==> src/rtl/core/debounced_edge_sequence_recorder_assert.svh <==
// ---------------------------------------------------------------------------
// Assertion macros for the edge sequence recorder
// Shared concurrent checks, clocked on clk and disabled while rst_n is low.
// ---------------------------------------------------------------------------
`ifndef DEBOUNCED_EDGE_SEQUENCE_RECORDER_ASSERT_SVH
`define DEBOUNCED_EDGE_SEQUENCE_RECORDER_ASSERT_SVH

// same-cycle implication
`define DESR_ASSERT_NOW(lbl, ante, cons) \
  lbl: assert property (@(posedge clk) disable iff (!rst_n) (ante) |-> (cons)) \
    else $error("%m: same-cycle check failed");

// next-cycle implication
`define DESR_ASSERT_NEXT(lbl, ante, cons) \
  lbl: assert property (@(posedge clk) disable iff (!rst_n) (ante) |=> (cons)) \
    else $error("%m: next-cycle check failed");

`endif

==> src/rtl/core/desr_pkg.sv <==
// ---------------------------------------------------------------------------
// desr_pkg
// Types and constants shared by the edge sequence recorder modules.
// ---------------------------------------------------------------------------
`timescale 1ns / 1ps

package desr_pkg;

  localparam int unsigned TICK_W  = 16;
  localparam int unsigned DEB_W   = 15;
  localparam int unsigned REC_W   = 8;
  localparam int unsigned CNT_W   = 3;
  localparam int unsigned CODES_W = 8;
  localparam int unsigned CFG_IDX_W  = 2;
  localparam int unsigned CFG_DATA_W = 16;
  localparam int unsigned IN_DATA_W  = 8;
  localparam int unsigned OUT_DATA_W = 24;

  localparam logic OP_TICK = 1'b0;
  localparam logic OP_EDGE = 1'b1;

  localparam logic [DEB_W-1:0]  DEBOUNCE_RST = 15'd50;
  localparam logic [TICK_W-1:0] WINDOW_RST   = 16'd50000;
  localparam logic [REC_W-1:0]  RECORD_RST   = 8'd0;
  localparam logic [TICK_W-1:0] TICK_MAX     = 16'hFFFF;

  typedef enum logic [CFG_IDX_W-1:0] {
    REG_DEBOUNCE  = 2'd0,
    REG_WINDOW    = 2'd1,
    REG_START_REC = 2'd2
  } cfg_reg_t;

  typedef struct packed {
    logic opcode;
    logic edge_line;
    logic edge_rising;
  } item_t;

  typedef struct packed {
    logic [REC_W-1:0]   record_number;
    logic [CNT_W-1:0]   event_count;
    logic [CODES_W-1:0] packed_codes;
    logic               timed_out;
  } result_t;

endpackage

==> src/rtl/core/desr_in_reg.sv <==
// ---------------------------------------------------------------------------
// desr_in_reg
// Input register: captures one word per cycle and holds it until processed.
// ---------------------------------------------------------------------------
`timescale 1ns / 1ps

module desr_in_reg (
  input  logic                                 clk,
  input  logic                                 rst_n,
  input  logic                                 in_tvalid,
  output logic                                 in_tready,
  input  logic [desr_pkg::IN_DATA_W-1:0]       in_tdata,   // edge_line, edge_rising
  input  logic                                 in_tuser,   // opcode
  input  logic                                 advance,
  output logic                                 item_valid,
  output desr_pkg::item_t                      item
);

  logic            valid_r;
  desr_pkg::item_t item_r;

  assign in_tready  = !valid_r || advance;
  assign item_valid = valid_r;
  assign item       = item_r;

  always_ff @(posedge clk) begin
    if (!rst_n) begin
      valid_r <= 1'b0;
    end else if (in_tready) begin
      valid_r <= in_tvalid;
    end
  end

  always_ff @(posedge clk) begin
    if (in_tready && in_tvalid) begin
      item_r.opcode      <= in_tuser;
      item_r.edge_line   <= in_tdata[0];
      item_r.edge_rising <= in_tdata[1];
    end
  end

endmodule

==> src/rtl/core/desr_core.sv <==
// ---------------------------------------------------------------------------
// desr_core
// Session state, debounce check, code packing and record generation.
// ---------------------------------------------------------------------------
`timescale 1ns / 1ps

module desr_core #(
  parameter int unsigned MAX_EVENTS = 4
) (
  input  logic                                 clk,
  input  logic                                 rst_n,
  input  logic                                 cfg_we,
  input  logic [desr_pkg::CFG_IDX_W-1:0]       cfg_index,
  input  logic [desr_pkg::CFG_DATA_W-1:0]      cfg_data,
  input  logic                                 go,
  input  desr_pkg::item_t                      item,
  output logic                                 res_valid,
  output desr_pkg::result_t                    result
);

  localparam logic [desr_pkg::CNT_W-1:0] MAX_CNT = desr_pkg::CNT_W'(MAX_EVENTS);

  logic [desr_pkg::DEB_W-1:0]    debounce_r;
  logic [desr_pkg::TICK_W-1:0]   window_r;
  logic [desr_pkg::REC_W-1:0]    record_r,  record_nxt;
  logic                          active_r,  active_nxt;
  logic [desr_pkg::TICK_W-1:0]   elapsed_r, elapsed_nxt;
  logic [desr_pkg::TICK_W-1:0]   last_r [2];
  logic [desr_pkg::TICK_W-1:0]   last_nxt [2];
  logic [1:0]                    seen_r,    seen_nxt;
  logic [desr_pkg::CODES_W-1:0]  packed_r,  packed_nxt;
  logic [desr_pkg::CNT_W-1:0]    count_r,   count_nxt;

  logic [desr_pkg::TICK_W-1:0]   el_base;
  logic [1:0]                    seen_base;
  logic [desr_pkg::CODES_W-1:0]  packed_base;
  logic [desr_pkg::CNT_W-1:0]    count_base;
  logic [desr_pkg::TICK_W-1:0]   gap;
  logic                          accept;

  always_comb begin
    active_nxt  = active_r;
    elapsed_nxt = elapsed_r;
    last_nxt    = last_r;
    seen_nxt    = seen_r;
    packed_nxt  = packed_r;
    count_nxt   = count_r;
    record_nxt  = record_r;
    res_valid   = 1'b0;
    result      = '0;

    if (cfg_we && (desr_pkg::cfg_reg_t'(cfg_index) == desr_pkg::REG_START_REC)) begin
      record_nxt = cfg_data[desr_pkg::REC_W-1:0];
    end

    el_base     = active_r ? elapsed_r : '0;
    seen_base   = active_r ? seen_r    : 2'b00;
    packed_base = active_r ? packed_r  : '0;
    count_base  = active_r ? count_r   : '0;
    gap         = el_base - last_r[item.edge_line];
    accept      = !seen_base[item.edge_line] || (gap >= {1'b0, debounce_r});

    if (go) begin
      if (item.opcode == desr_pkg::OP_TICK) begin
        if (active_r) begin
          elapsed_nxt = (elapsed_r != desr_pkg::TICK_MAX) ? elapsed_r + 1'b1 : elapsed_r;
          if (elapsed_nxt >= window_r) begin
            record_nxt           = record_r + 1'b1;
            res_valid            = 1'b1;
            result.record_number = record_nxt;
            result.event_count   = count_r;
            result.packed_codes  = packed_r;
            result.timed_out     = 1'b1;
            active_nxt           = 1'b0;
            count_nxt            = '0;
          end
        end
      end else begin
        active_nxt  = 1'b1;
        elapsed_nxt = el_base;
        seen_nxt    = seen_base;
        packed_nxt  = packed_base;
        count_nxt   = count_base;
        if (accept) begin
          packed_nxt = {packed_base[desr_pkg::CODES_W-3:0], item.edge_rising, item.edge_line};
          count_nxt  = count_base + 1'b1;
          last_nxt[item.edge_line] = el_base;
          seen_nxt[item.edge_line] = 1'b1;
          if (count_nxt >= MAX_CNT) begin
            record_nxt           = record_r + 1'b1;
            res_valid            = 1'b1;
            result.record_number = record_nxt;
            result.event_count   = count_nxt;
            result.packed_codes  = packed_nxt;
            result.timed_out     = 1'b0;
            active_nxt           = 1'b0;
            count_nxt            = '0;
          end
        end
      end
    end
  end

  always_ff @(posedge clk) begin
    if (!rst_n) begin
      debounce_r <= desr_pkg::DEBOUNCE_RST;
      window_r   <= desr_pkg::WINDOW_RST;
      record_r   <= desr_pkg::RECORD_RST;
      active_r   <= 1'b0;
      elapsed_r  <= '0;
      seen_r     <= 2'b00;
      count_r    <= '0;
    end else begin
      active_r  <= active_nxt;
      elapsed_r <= elapsed_nxt;
      seen_r    <= seen_nxt;
      count_r   <= count_nxt;
      record_r  <= record_nxt;
      if (cfg_we) begin
        unique case (desr_pkg::cfg_reg_t'(cfg_index))
          desr_pkg::REG_DEBOUNCE:  debounce_r <= cfg_data[desr_pkg::DEB_W-1:0];
          desr_pkg::REG_WINDOW:    window_r   <= cfg_data[desr_pkg::TICK_W-1:0];
          desr_pkg::REG_START_REC: ;
          default: ;
        endcase
      end
    end
  end

  always_ff @(posedge clk) begin
    packed_r  <= packed_nxt;
    last_r[0] <= last_nxt[0];
    last_r[1] <= last_nxt[1];
  end

endmodule

==> src/rtl/core/desr_out_reg.sv <==
// ---------------------------------------------------------------------------
// desr_out_reg
// Result register: holds one record word until the sink takes it.
// ---------------------------------------------------------------------------
`timescale 1ns / 1ps

module desr_out_reg (
  input  logic                                 clk,
  input  logic                                 rst_n,
  input  logic                                 go,
  input  logic                                 res_valid,
  input  desr_pkg::result_t                    result,
  output logic                                 advance,
  output logic                                 out_tvalid,
  input  logic                                 out_tready,
  output logic [desr_pkg::OUT_DATA_W-1:0]      out_tdata,  // record_number, event_count,
                                                           // packed_codes
  output logic                                 out_tuser   // timed_out
);

  logic              valid_r;
  desr_pkg::result_t res_r;

  assign advance    = !valid_r || out_tready;
  assign out_tvalid = valid_r;
  assign out_tdata  = {5'b0, res_r.packed_codes, res_r.event_count, res_r.record_number};
  assign out_tuser  = res_r.timed_out;

  always_ff @(posedge clk) begin
    if (!rst_n) begin
      valid_r <= 1'b0;
    end else if (advance) begin
      valid_r <= go && res_valid;
    end
  end

  always_ff @(posedge clk) begin
    if (go && res_valid) begin
      res_r <= result;
    end
  end

endmodule

==> src/rtl/core/debounced_edge_sequence_recorder.sv <==
// ---------------------------------------------------------------------------
// debounced_edge_sequence_recorder
// Top level: input register, session logic and record output register.
// ---------------------------------------------------------------------------
// Takes one word per clock (a tick, or an edge on one of two lines) and emits
// one record when a session closes, either after MAX_EVENTS debounced edges
// or when elapsed ticks reach the window. Each word passes an input register
// and then the session logic, which writes the record register; input and
// output stall only when the record register is full and not being taken.
// Configuration writes are always ready; writing start_record_count loads the
// record counter at once. Write configuration only while the block is idle.
`timescale 1ns / 1ps

module debounced_edge_sequence_recorder #(
  parameter int unsigned MAX_EVENTS = 4
) (
  input  logic                                 clk,
  input  logic                                 rst_n,
  input  logic                                 in_tvalid,
  output logic                                 in_tready,
  input  logic [desr_pkg::IN_DATA_W-1:0]       in_tdata,   // [0] edge_line, [1] edge_rising
  input  logic                                 in_tuser,   // [0] opcode
  output logic                                 out_tvalid,
  input  logic                                 out_tready,
  output logic [desr_pkg::OUT_DATA_W-1:0]      out_tdata,  // [7:0] record_number,
                                                           // [10:8] event_count,
                                                           // [18:11] packed_codes
  output logic                                 out_tuser,  // [0] timed_out
  input  logic                                 cfg_valid,
  output logic                                 cfg_ready,
  input  logic [desr_pkg::CFG_IDX_W-1:0]       cfg_index,
  input  logic [desr_pkg::CFG_DATA_W-1:0]      cfg_data
);

  localparam logic [desr_pkg::CNT_W-1:0] MAX_CNT = desr_pkg::CNT_W'(MAX_EVENTS);

  logic                       item_valid;
  desr_pkg::item_t            item;
  logic                       advance;
  logic                       go;
  logic                       res_valid;
  desr_pkg::result_t          result;
  logic [desr_pkg::CNT_W-1:0] out_count;

  assign cfg_ready = 1'b1;
  assign go        = item_valid && advance;
  assign out_count = out_tdata[10:8];

  desr_in_reg u_in_reg (
    .clk        (clk),
    .rst_n      (rst_n),
    .in_tvalid  (in_tvalid),
    .in_tready  (in_tready),
    .in_tdata   (in_tdata),
    .in_tuser   (in_tuser),
    .advance    (advance),
    .item_valid (item_valid),
    .item       (item)
  );

  desr_core #(
    .MAX_EVENTS (MAX_EVENTS)
  ) u_core (
    .clk       (clk),
    .rst_n     (rst_n),
    .cfg_we    (cfg_valid && cfg_ready),
    .cfg_index (cfg_index),
    .cfg_data  (cfg_data),
    .go        (go),
    .item      (item),
    .res_valid (res_valid),
    .result    (result)
  );

  desr_out_reg u_out_reg (
    .clk        (clk),
    .rst_n      (rst_n),
    .go         (go),
    .res_valid  (res_valid),
    .result     (result),
    .advance    (advance),
    .out_tvalid (out_tvalid),
    .out_tready (out_tready),
    .out_tdata  (out_tdata),
    .out_tuser  (out_tuser)
  );

`include "debounced_edge_sequence_recorder_assert.svh"

  `DESR_ASSERT_NOW(a_count_range, out_tvalid, (out_count != 3'd0) && (out_count <= MAX_CNT))
  `DESR_ASSERT_NOW(a_full_close, out_tvalid && !out_tuser, out_count == MAX_CNT)
  `DESR_ASSERT_NOW(a_stall_blocks, item_valid && out_tvalid && !out_tready, !in_tready && !go)
  `DESR_ASSERT_NEXT(a_result_lands, go && res_valid, out_tvalid)

endmodule

==> config.mk <==
export PLATFORM = sky130hd
export DESIGN_NAME = debounced_edge_sequence_recorder
export DESIGN_NICKNAME = d
export VERILOG_FILES = /design/src/rtl/core/desr_pkg.sv /design/src/rtl/core/desr_in_reg.sv /design/src/rtl/core/desr_core.sv /design/src/rtl/core/desr_out_reg.sv /design/src/rtl/core/debounced_edge_sequence_recorder.sv
export VERILOG_INCLUDE_DIRS = /design/src /design/src/rtl/core
export SDC_FILE = /design/constraint.sdc
export NUM_CORES = 1
export LEC_CHECK = 0
export BUFFER_PORTS_ARGS = -buffer_cell sky130_fd_sc_hd__buf_4
export CAP_MARGIN = 10
export CORE_ASPECT_RATIO = 0.9
export CORE_MARGIN = 1.5
export CORE_UTILIZATION = 60
export DETAILED_ROUTE_END_ITERATION = 8
export PLACE_DENSITY = 0.77
export SYNTH_ARGS = -nofsm -noshare
export SYNTH_HDL_FRONTEND = slang
export SYNTH_HIERARCHICAL = 1
export SYNTH_SLANG_ARGS = --single-unit
==> constraint.sdc <==
create_clock -name clk -period 12.3 [get_ports clk]
set_input_delay 1.23 -clock clk [delete_from_list [all_inputs] [get_ports clk]]
set_output_delay 1.23 -clock clk [all_outputs]
set_load 0.02 [all_outputs]
Word level (Yosys, flattened, before mapping)
Cells that the tools add are included.

word-level totals
  memory bits (writable) = 0
  flip-flop bits (word level) = 126
  logic and storage cells = 106
  output and inout port bits = 28
  latch bits = 0
  input port bits = 32
  memory bits (read-only) = 0
  memories = 0

operators by class
  add/sub/neg operators = 4
  reduce and logical (&&, ||, !) cells = 22
  divide/modulo/power cells = 0
  multipliers = 0
  order comparisons = 7
  shift-type cells = 0
  muxes and demuxes = 47
  equality and inequality tests = 4
  bitwise operators = 2

operators by type and width
  cell                   count
  $mux 16                8
  $mux 20                5
  $mux 8                 9
  $bwmux 32              1
  $mux 3                 6
  $add 16x1->16 const B  1
  $demux 16 s1           1
  $ge 16x15->1           1
  $ge 16x16->1           1
  $ne 16x16->1 const B   1
  $sub 16x16->16         1
  $mux 1                 14
  $reduce_and 3->1       3
  $add 8x1->8 const B    1
  $reduce_and 2->1       4
  $logic_and 1x1->1      6
  $mux 2                 2
  $reduce_bool 2->1      2
  $add 3x1->3 const B    1
  $ge 3x3->1 const B     1
  $logic_not 1->1        3
  $logic_or 1x1->1       3
  $eq 2x1->1 const B     1
  $eq 2x2->1 const B     1
  other kinds (9)        9

Longest topological paths before layout
Gate-level depths: netlist of the first run.

  depth in word-level cells = 11
  gate-level depth with buffers = 26
  depth with buffers taken out = 23

Cells and area by module
The synthesis of the first run kept the hierarchy.

by module, submodules not included
  module                            sequential area each (um2)  cells each  instances  area each (um2)
  desr_core                         2422.3                      716         1          6326.1
  desr_out_reg                      620.6                       31          1          694.4
  desr_in_reg                       110.1                       8           1          147.6
  debounced_edge_sequence_recorder  0.0                         3           1          17.5

Worst setup path before layout of the first run
OpenSTA, ideal clock, no wires.

  path kind = register to register
  start = reg u_in_reg.item_r, in the netlist u_in_reg/item[1]
  end = reg u_out_reg.res_r, in the netlist u_out_reg/out_tdata[0] (enable)
  data required time = 11.964 ns
  library setup time = 0.336 ns
  period minus slack after synthesis = 5.578 ns
  slack = 6.722 ns
  arrival = 5.242 ns
  path buffers = 3
  cell stages (with the launch flop) = 24
  cell sequence = edfxtp_1 -> buf_6 -> clkbuf_1 -> clkbuf_1 -> mux2i_1 -> ha_1 -> nor2b_1 -> o21ai_0 -> a2111oi_4 -> o21a_1 -> and2_1 -> o21ai_0 -> nand2b_1 -> a21oi_1 -> xnor2_1 -> ha_1 -> a211oi_1 -> o2111ai_1 -> a2111oi_0 -> o21ai_2 -> a31oi_4 -> inv_2 -> nand2_1 -> inv_1

between the ends
  word-level cells in the longest chain between the ends = 11
  elaborated cells on any way between the ends = 14
  those cells by class = 1 x add/sub; 1 x order compare; 8 x mux; 1 x bitwise; 3 x reduce/logical

RTL lines
  item                                         RTL line                                text
  start, declared                              desr_in_reg.sv:20                       desr_pkg::item_t item_r;
  $not 1->2 (not written as such)              desr_core.sv:60                         gap = el_base - last_r[item.edge_line];
  $mux 16 (not written as such) (3 in series)  desr_core.sv:60
  $sub 16x16->16                               desr_core.sv:60
  $ge 16x15->1                                 desr_core.sv:61                         accept = !seen_base[item.edge_line] || (gap >= {1'b0, debounce_r});
  $logic_or 1x1->1 (*)                         desr_core.sv:61
  $mux 1 (*)                                   desr_core.sv:84                         if (accept) begin
  $mux 1 (*)                                   desr_core.sv:64                         if (item.opcode == desr_pkg::OP_TICK) begin
  $mux 1 (*)                                   desr_core.sv:63                         if (go) begin
  net res_valid                                debounced_edge_sequence_recorder.sv:41  logic res_valid;
  $logic_and 1x1->1 (*)                        desr_out_reg.sv:38                      if (go && res_valid) begin
  end signal, assigned                         desr_out_reg.sv:39                      res_r <= result;
  end, declared                                desr_out_reg.sv:22                      desr_pkg::result_t res_r;

The timed path passes the listed nets; every way through them passes the cells marked *. The select of a mux whose other input is x is not followed.
A chain may end at the register's enable or synchronous reset.

Worst setup path in the final report of the first run
  start = reg u_core.active_r
  end = reg u_out_reg.res_r, in the netlist u_out_reg/out_tdata[3] (enable)

between the ends
  word-level cells in the longest chain between the ends = 9
  elaborated cells on any way between the ends = 17
  those cells by class = 2 x add/sub; 2 x order compare; 10 x mux; 3 x reduce/logical

RTL lines
  item                                                                    RTL line                                text
  start, declared                                                         desr_core.sv:26                         logic active_r, active_nxt;
  start signal, assigned                                                  desr_core.sv:114                        active_r <= active_nxt;
  parallel branches: the longest is 6 deep, another holds $sub 16x16->16  -
  $mux 1 (*)                                                              desr_core.sv:64
  $mux 1 (*)                                                              desr_core.sv:63
  net res_valid                                                           debounced_edge_sequence_recorder.sv:41
  $logic_and 1x1->1 (*)                                                   desr_out_reg.sv:38

Mark *: on every way through the listed nets, which the timed path passes. The select of a mux whose other input is x is not followed.

==> results of run 1 <==
==> worst min path at each step <==
| stage | cells after the start | endpoint | slack (ns) |
|---|---|---|---|
| detailed placement | 2 | u_core/window_r[5] | 0.45 |
| CTS | 2 | u_core/window_r[5] | 0.46 |
| global placement | 2 | u_core/window_r[7] | 0.45 |
| global route | 2 | u_core/window_r[5] | 0.47 |
| finish | 2 | u_core/window_r[5] | 0.45 |
| floorplan | 2 | u_core/debounce_r[10] | 0.44 |
==> through the flow <==
step / util (%) / cell area, sq um / hold WS (ns) / power, mW / worst slack [ns]
2_1_floorplan: - / 7200 / 0.436 / 0.507 / 6.72
3_3_place_gp: 65.7 / 7600 / 0.445 / 0.526 / 5.96
3_5_place_dp: 65.7 / 7600 / 0.447 / 0.529 / 5.83
4_1_cts: 71.0 / 8220 / 0.455 / 1.04 / 5.77
5_1_grt: 71.0 / 8220 / 0.474 / 1.07 / 5.21
6_report: 71.0 / 8220 / 0.453 / 1.04 / 5.66
==> report_power, final <==
part	leakage [nW]	switching, mW	internal, mW
clock network	0.294	0.192	0.322
registers	1.18	0.00774	0.447
logic	1.90	0.0423	0.0256
==> worst reg2reg max path: cells and delay by family (launching register included) <==
family          cells  cell delay [ns]
compound gates     10             3.19
simple gates        5             0.99
flops               1             0.79
fa+ha+maj           2             0.56
buf+inv             2             0.55
xor+xnor            1             0.17
==> synthesized netlist by cell type, types with 3 or more instances <==
| cell | n | area (sq um) |
|---|---|---|
| a211oi_2 | 3 | 37.5 |
| a21o_1 | 7 | 52.6 |
| a21oi_1 | 45 | 225 |
| a22o_1 | 4 | 35.0 |
| a22oi_1 | 19 | 143 |
| a31oi_1 | 4 | 25.0 |
| a32o_1 | 3 | 30.0 |
| and2_1 | 24 | 150 |
| and3_1 | 17 | 106 |
| buf_4 | 8 | 60.1 |
| clkbuf_1 | 31 | 116 |
| dfxtp_1 | 63 | 1260 |
| edfxtp_1 | 63 | 1890 |
| ha_1 | 49 | 613 |
| inv_1 | 45 | 169 |
| mux2_2 | 4 | 45.0 |
| mux2i_1 | 19 | 190 |
| nand2_1 | 101 | 379 |
| nand2b_1 | 7 | 43.8 |
| nand3_1 | 26 | 130 |
| nand4_1 | 14 | 87.6 |
| nor2_1 | 39 | 146 |
| nor2b_1 | 7 | 43.8 |
| nor3_1 | 8 | 40.0 |
| nor4_1 | 3 | 18.8 |
| o211ai_1 | 12 | 90.1 |
| o21a_1 | 10 | 75.1 |
| o21ai_0 | 33 | 165 |
| o21bai_1 | 3 | 22.5 |
| o31ai_1 | 5 | 37.5 |
| or2_2 | 3 | 18.8 |
| xnor2_1 | 24 | 210 |
| xor2_1 | 9 | 78.8 |
==> kinds of logic (layout without fill, tap and decap cells) <==
kind of cell | count (synthesis) | after routing
compound gates | 169 | 169
xor+xnor | 33 | 33
fa+ha+maj | 50 | 50
buf+inv | 90 | 133
flops | 126 | 126
mux | 25 | 25
other cells | 2 | 6
simple gates | 263 | 263
==> registers in the layout (all words and copies together) (netlist names) <==
name and count:
u_core/last_r 32, u_out_reg/out_tdata 19, u_core/elapsed_r 16, u_core/window_r 16, u_core/debounce_r 15, u_core/packed_r 8
u_core/record_r 8, u_core/count_r 3, u_in_reg/item 3, u_core/seen_r 2, u_core/active_r 1, u_in_reg/item_valid 1
u_out_reg/out_tuser 1, u_out_reg/out_tvalid 1
==> layout make-up <==
| class | instances | area [sq um] |
|---|---|---|
| fillers | 849 | 3360 |
| well taps | 156 | 195 |
| repair buffers | 54 | 405 |
| inverters | 47 | 176 |
| multi-input cells | 546 | 3670 |
| clock inverters | 15 | 188 |
| flip-flops and latches | 126 | 3150 |
| clock buffers | 17 | 425 |
==> routing by layer <==
metal  GRT usage [%]  vias to the layer above  part of all wire [%]
met4            8.97                        0                   1.6
li1                -                     2759                     -
met2            44.9                      214                    46
met5               0                        -                     0
met3            7.13                       24                   6.9
met1            37.4                     2775                    45
==> results.md, run 1 <==
- FFs w/ async S/R, synth: 0%
- RSZ-0062 raised after global routing: no
- Vias per inst: 6.01
- Largest net degree at the start of global routing: 36
- EDFF count, synth: 63
- Layout Cells excl Fill: approximately 960
- Antenna diodes: 0
- Setup Viol. Count Final: 0
- Setup TNS: 0 ns
- Worst setup path end: u_out_reg/out_tdata[3]
- Capturing point of the worst reg2reg path: u_out_reg/out_tdata[3]
- Global route overflow: 0
- Peak VDD IR: between 0.1 and 0.15 mV
- CP Max Fanout: 26
- Crit Reg-Reg Startpoint: u_core/active_r
- Slew Limit Fails: 0
- Worst Hold Class: flip-flop to flip-flop
- # IOs: 60
- Hold_buf cts: 0
- Clk slew on worst S/H paths: about 0.06 ns
- Num CTS Buffers: 17
- P&R area growth vs syn: 14.4%
- Worst Setup SP: u_core/active_r
- Largest stage delay, worst path: just under 0.8 ns
- Status: complete, no violations
- Post-layout nets: 874
- Most common cell after layout, fill and taps aside: nand2_1
- Routability cong.: between 0.8 and 0.9
- Static leakage: between 3 and 4 nW
- Clock Skew: roughly 0.0058 ns
- Mapped Area: slightly above 7000 sq um
- Vias post-DR: about 5800
- Worst path required time: 12.34 ns
- Mapped Avg Cell Area: 9.48 sq um
- DR iter-0 viols: a little over 600
- Root Buffer Master: clkbuf_16
- CP Cell Sequence: and2_1, ha_1, a21oi_1, o21ai_0, or2_2, o21a_1, and2_1, o21ai_0, nand2b_1, a21oi_1, xnor2_1, ha_1, a211oi_1, o2111ai_1, a2111oi_0, o21ai_2, a31oi_4, inv_2, nand2_1, inv_1
- Max Fclk: approximately 150 MHz
- Multiplexer share of the synthesized area: 3.78%
- # H-tree levels: 4
- Worst-Skew Late Latency: 0.41 ns
- Worst hold start: u_core/window_r[5]
- #FFs+latches synth: between 100 and 150
- Worst R2R Setup Slack: around 5.7 ns
- Core ar.: about 12000 sq um
- Antenna viol nets, final: 0
- DRT Wirelength: roughly 17000 microns
- Initial Utilization: a little over 60%
- IO buf count: 47
- Dpl cells: a little over 900
- Drt wl/cell: around 18 microns
- Post-synthesis cell count: approximately 760
- Most used flip-flop cell after synthesis: edfxtp_1
- Synth Area in Adders: 8.81%
- GRT Util Overall: ~28%
- Worst Setup End Kind: flip-flop
- Top Family by Delay on Critical Path: compound AO/OA/AOI/OAI gates
- Die X: 118 microns
- Simple-gate share of the synthesized area: 17.9%
- Most frequent cells in the layout: nand2_1, dfxtp_1, edfxtp_1
- Minimum clock period: around 6.6 ns
- CTS sink count: around 130
- DRC violations left: 0
- Chip Height: 107 microns
- CTS Buffer Depth: 2
- Row cnt: 37
- CP bufs+invs: 2
- Part of the cycle the worst path needs: approximately 54%
- Worst path slowest cell: dfxtp_1
- Vias in the first global route: ~5700
- Synth Warn #: 6
- Worst rel slew slack: around 32%
- Startpoint types: flip-flop
- Die Area: roughly 13000 sq um
- Largest family of logic cells by synthesized area: simple AND/OR/NAND/NOR gates
- Max Cap Viol: 0
- Post-cts gate resize count: 0
- Synth Area in Compound Gates: 16.2%
- CTS tree: built
- CP Depth: 20
- Worst Tran Pin Value: roughly 1 ns
- PD cells: approximately 130 nW/um^2
- Final Hold Fails: 0
- Distinct cells, synth: 68
- R2R depth: 20
- TritonRoute pass-1 iters: 6
- Xor/xnor share of the synthesized area: ~4.0%
- Global-route wire length before repair: ~28000 microns
- Critical Path AT: 6.67 ns
- Detailed Place HPWL: 12000 microns
- Initial antenna violation count: 0
- Register area share after synthesis: a little over two fifths
- Share of cells above drive strength 1: around 14%
- Setup Fix Bufs, Post-CTS: 0
- Critical path class: flip-flop to flip-flop
No activity file was read; power rests on OpenSTA's default activity.
==> run 2: changes to the inputs <==
--- a/config.mk
+++ b/config.mk
@@ -6,13 +6,14 @@
 export SDC_FILE = /design/constraint.sdc
 export NUM_CORES = 1
 export LEC_CHECK = 0
+export ABC_AREA = 1
 export BUFFER_PORTS_ARGS = -buffer_cell sky130_fd_sc_hd__buf_4
 export CAP_MARGIN = 10
 export CORE_ASPECT_RATIO = 0.9
 export CORE_MARGIN = 1.5
-export CORE_UTILIZATION = 60
+export CORE_UTILIZATION = 55
 export DETAILED_ROUTE_END_ITERATION = 8
-export PLACE_DENSITY = 0.77
+export PLACE_DENSITY = 0.74
 export SYNTH_ARGS = -nofsm -noshare
 export SYNTH_HDL_FRONTEND = slang
 export SYNTH_HIERARCHICAL = 1
==> constraint.sdc (replaced) <==
create_clock -name clk -period 5.3 [get_ports clk]
set_input_delay 0.53 -clock clk [delete_from_list [all_inputs] [get_ports clk]]
set_output_delay 0.53 -clock clk [all_outputs]
set_load 0.02 [all_outputs]
==> run 2 against run 1 <==
Via count is 8.1% higher. Critical path depth is 7 higher. Non-clock buffer count is 1 higher. Die area is 12% higher. Sequential power is 140% higher. Register-to-register slack worse by 5.1 ns. Cell area is 2.8% higher. Largest cell class unchanged. Largest power group unchanged. Synthesized cell count is 22% higher.
==> results.md, run 2 <==
- Status: complete, no violations (unchanged)
- CTS Buffer Depth: 2 (unchanged)
- IO buf count: 47 (unchanged)
- Static leakage: 3.76 nW (was 3.37 nW)
- EDFF count, synth: 63 (unchanged)
- Vias in the first global route: 5704 (was 5654)
- DRC violations left: 0 (unchanged)
- Top reg by flops: u_core/last_r (unchanged)
- # H-tree levels: 4 (unchanged)
- DR iter-0 viols: 540 (was 608)
- Register area share after synthesis: 42.7% (was 43.9%)
- Synth Warn #: 6 (unchanged)
- Antenna diodes: 0 (unchanged)
- Most common cell after layout, fill and taps aside: nand2_1 (unchanged)
- Top-area cell type share of the netlist area: 25.6% (was 26.3%)
- Antenna viol nets, final: 0 (unchanged)
- Worst Tran Pin Value: 1.03 ns (was 1.01 ns)
- Global route overflow: 0 (unchanged)
- Worst Setup End Kind: flip-flop (unchanged)
- Worst-Skew Late Latency: 0.42 ns (was 0.41 ns)
- Setup TNS: 0 ns (unchanged)
- Row cnt: 39 (was 37)
- Cell taking the most area after synthesis: edfxtp_1 (unchanged)
- Peak VDD IR: 0.245 mV (was 0.110 mV)
- Register share of total power: 44.0% (was 43.9%)
- Max Cap Viol: 0 (unchanged)
- Worst path required time: 5.40 ns (was 12.34 ns)
- Detailed Place HPWL: 11700 microns (was 12000 microns)
- Distinct cells, synth: 40 (was 68)
- CTS sink count: 126 (unchanged)
- Share of cells above drive strength 1: 11.4% (was 14.0%)
- Part of the cycle the worst path needs: 90.1% (was 54.0%)
- CTS tree: built (unchanged)
- Most common cell in the netlist: nand2_1 (unchanged)
- PD cells: 290 nW/um^2 (was 126 nW/um^2)
- Final Hold Fails: 0 (unchanged)
- Post-layout nets: 1048 (was 874)
- Die Area: 14100 sq um (was 12600 sq um)
- Largest net degree at the start of global routing: 42 (was 36)
- Comb power frac: 10.2% (was 6.6%)
- Critical path's most frequent cell: nand2_1
- CP bufs+invs: 6 (was 2)
- Switching Fraction: 25.3% (was 23.3%)
- CP Max Fanout: 15 (was 26)
- Post-synthesis cell count: 924 (was 758)
- Commonest cells post-synth: nand2_1, inv_1, a21oi_1 (was nand2_1, dfxtp_1, edfxtp_1)
- Synth area leaders: edfxtp_1, dfxtp_1, nand2_1 (was edfxtp_1, dfxtp_1, ha_1)
- DRT Wirelength: 16500 microns (was 16800 microns)
- Startpoint types: flip-flop (unchanged)
- RSZ-0062 raised after global routing: no (unchanged)
- #FFs+latches synth: 126 (unchanged)
- Max Fclk: 210 MHz (was 151 MHz)
- Vias post-DR: 6242 (was 5772)
- Chip Height: 113 microns (was 107 microns)
- Critical Path AT: 4.87 ns (was 6.67 ns)
- Core ar.: 12900 sq um (was 11600 sq um)
- Top Family by Delay on Critical Path: simple AND/OR/NAND/NOR gates (was compound AO/OA/AOI/OAI gates)
- Switching pwr: 0.618 mW (was 0.242 mW)
- Minimum clock period: 4.77 ns (was 6.64 ns)
- Routability cong.: 0.923 (was 0.871)
- Setup Viol. Count Final: 0 (unchanged)
- FFs w/ async S/R, synth: 0% (unchanged)
- Clock power frac: 45.8% (was 49.6%)
- Die X: 125 microns (was 118 microns)
- Global-route wire length before repair: 27700 microns (was 27800 microns)
- Root Buffer Master: clkbuf_16 (unchanged)
- Most used flip-flop cell after synthesis: edfxtp_1 (unchanged)
- Largest stage delay, worst path: 0.51 ns (was 0.79 ns)
- Worst path slowest cell: edfxtp_1 (was dfxtp_1)
- Worst R2R Setup Slack: 0.53 ns (was 5.66 ns)
- Num CTS Buffers: 17 (unchanged)
- Hold_buf cts: 0 (unchanged)
- Final core utilization: 65.5% (was 71.0%)
- Initial Utilization: 57.3% (was 62.1%)
- GRT Util Overall: 24.5% (was 28.0%)
- Clk slew on worst S/H paths: 0.06 ns (about the same)
- Critical path class: flip-flop to flip-flop (unchanged)
- Vias per inst: 5.46 (was 6.01)
- Initial antenna violation count: 0 (unchanged)
- P&R area growth vs syn: 14.3% (was 14.4%)
- Clock Skew: 0.00696 ns (was 0.00585 ns)
- Cell Int Power: 1.83 mW (was 0.794 mW)
- Worst Hold Class: input pin to flip-flop (was flip-flop to flip-flop)
- Max reg flops: 32 (unchanged)
- Mapped Area: 7390 sq um (was 7190 sq um)
- Slew Limit Fails: 0 (unchanged)
- TritonRoute pass-1 iters: 5 (was 6)
- Mapped Avg Cell Area: 7.99 sq um (was 9.48 sq um)
- Worst rel slew slack: 31.2% (was 32.4%)
- Drt wl/cell: 14.5 microns (was 17.5 microns)
- # IOs: 60 (unchanged)
- Most frequent cells in the layout: nand2_1, inv_1, a21oi_1 (was nand2_1, dfxtp_1, edfxtp_1)
==> run 2: changes by cell type after synthesis, sizes merged, moves of 10 or more <==
cell,previous run,this run
a21oi,45,103
and2,25,1
nor3b,1,11
nand2,102,196
and3,17,1
o21ai,36,83
a22oi,19,5
xnor2,24,9
xor2,9,20
inv,46,137
nor2,40,54
==> run 2: worst register-to-register path: stages (launching register included) <==
cell        delay [ns]
edfxtp_1          0.51
buf_4             0.32
nand2_1           0.12
nand2_1           0.10
inv_1             0.05
ha_1              0.31
a21oi_1           0.18
and2_1            0.21
o21ai_1           0.12
inv_1             0.06
nor2_1            0.04
o22ai_1           0.21
xnor2_1           0.17
ha_1              0.25
inv_1             0.07
nor3_1            0.05
a211oi_1          0.16
nand2_1           0.07
nand2_1           0.05
nand2_1           0.05
nand2_1           0.09
nand2_2           0.08
nand2_2           0.23
nand2_1           0.13
inv_2             0.22
nor2_1            0.06
nand2_1           0.22
clkinvlp_4        0.33
==> run 2: repair_timing <==
item | in CTS | in global routing
buffers inserted | 0 | 0
setup endpoints to repair | 0 | 20
resized for setup | 0 | 2
==> run 2: path summary, 6_finish.rpt <==
| check | start | endpoint | cells past startpoint |
|---|---|---|---|
| max | u_in_reg/item[1] | u_out_reg/out_tdata[17] | 27 |
| min | in_tuser | u_in_reg/item[2] | 1 |
| max reg2reg | u_in_reg/item[1] | u_out_reg/out_tdata[17] | 27 |
| min reg2reg | u_core/window_r[13] | u_core/window_r[13] | 2 |
==> run 2: kinds of logic after synthesis <==
| kind of cell | Yosys count | synth area share, % |
|---|---|---|
| AND/OR/NAND/NOR | 312 | 17.7 |
| AO/OA/AOI/OAI | 218 | 16.5 |
| buffers and inverters | 175 | 9.40 |
| flip-flops | 126 | 42.7 |
| adder cells (fa/ha/maj) | 50 | 8.57 |
| XOR/XNOR | 29 | 3.44 |
| multiplexers | 12 | 1.63 |
| other | 2 | 0.102 |
==> run 2: area by class of cell <==
cell class | count | area (sq um)
Fill cell | 1114 | 4440
Multi-Input combinational cell | 627 | 3560
Sequential cell | 126 | 3150
Inverter | 138 | 522
Clock buffer | 20 | 468
Timing Repair Buffer | 55 | 413
Tap cell | 164 | 205
Clock inverter | 12 | 113
Timing Repair inverter | 1 | 7.51
==> run 2: power by group through the flow <==
stage	clock network, mW	registers, mW	logic, mW
after CTS	1.14	1.08	0.248
after global placement	0	1.09	0.241
final	1.12	1.08	0.248
after global routing	1.18	1.08	0.286
after detailed placement	0	1.10	0.245
after floorplan	0	1.09	0.190
==> run 2: routing by layer <==
metal	GRT usage, %	part of all wire [%]	up-vias
met5	0	0	-
met4	9.17	1.7	0
met3	5.01	6.1	27
met2	36.9	43	201
met1	35.1	49	2852
li1	-	-	3162
==> run 2: metrics by stage <==
stage / worst slack, ns / hold slack (ns) / std cells / area [sq um] / power (mW)
global placement: 0.549 / 0.452 / 1110 / 7850 / 1.34
detailed placement: 0.446 / 0.458 / 1110 / 7850 / 1.34
CTS: 0.403 / 0.268 / 1142 / 8430 / 2.46
global route: 0.0419 / 0.270 / 1143 / 8440 / 2.54
floorplan: 0.395 / 0.435 / 928 / 7400 / 1.27
finish: 0.527 / 0.288 / 1143 / 8440 / 2.45
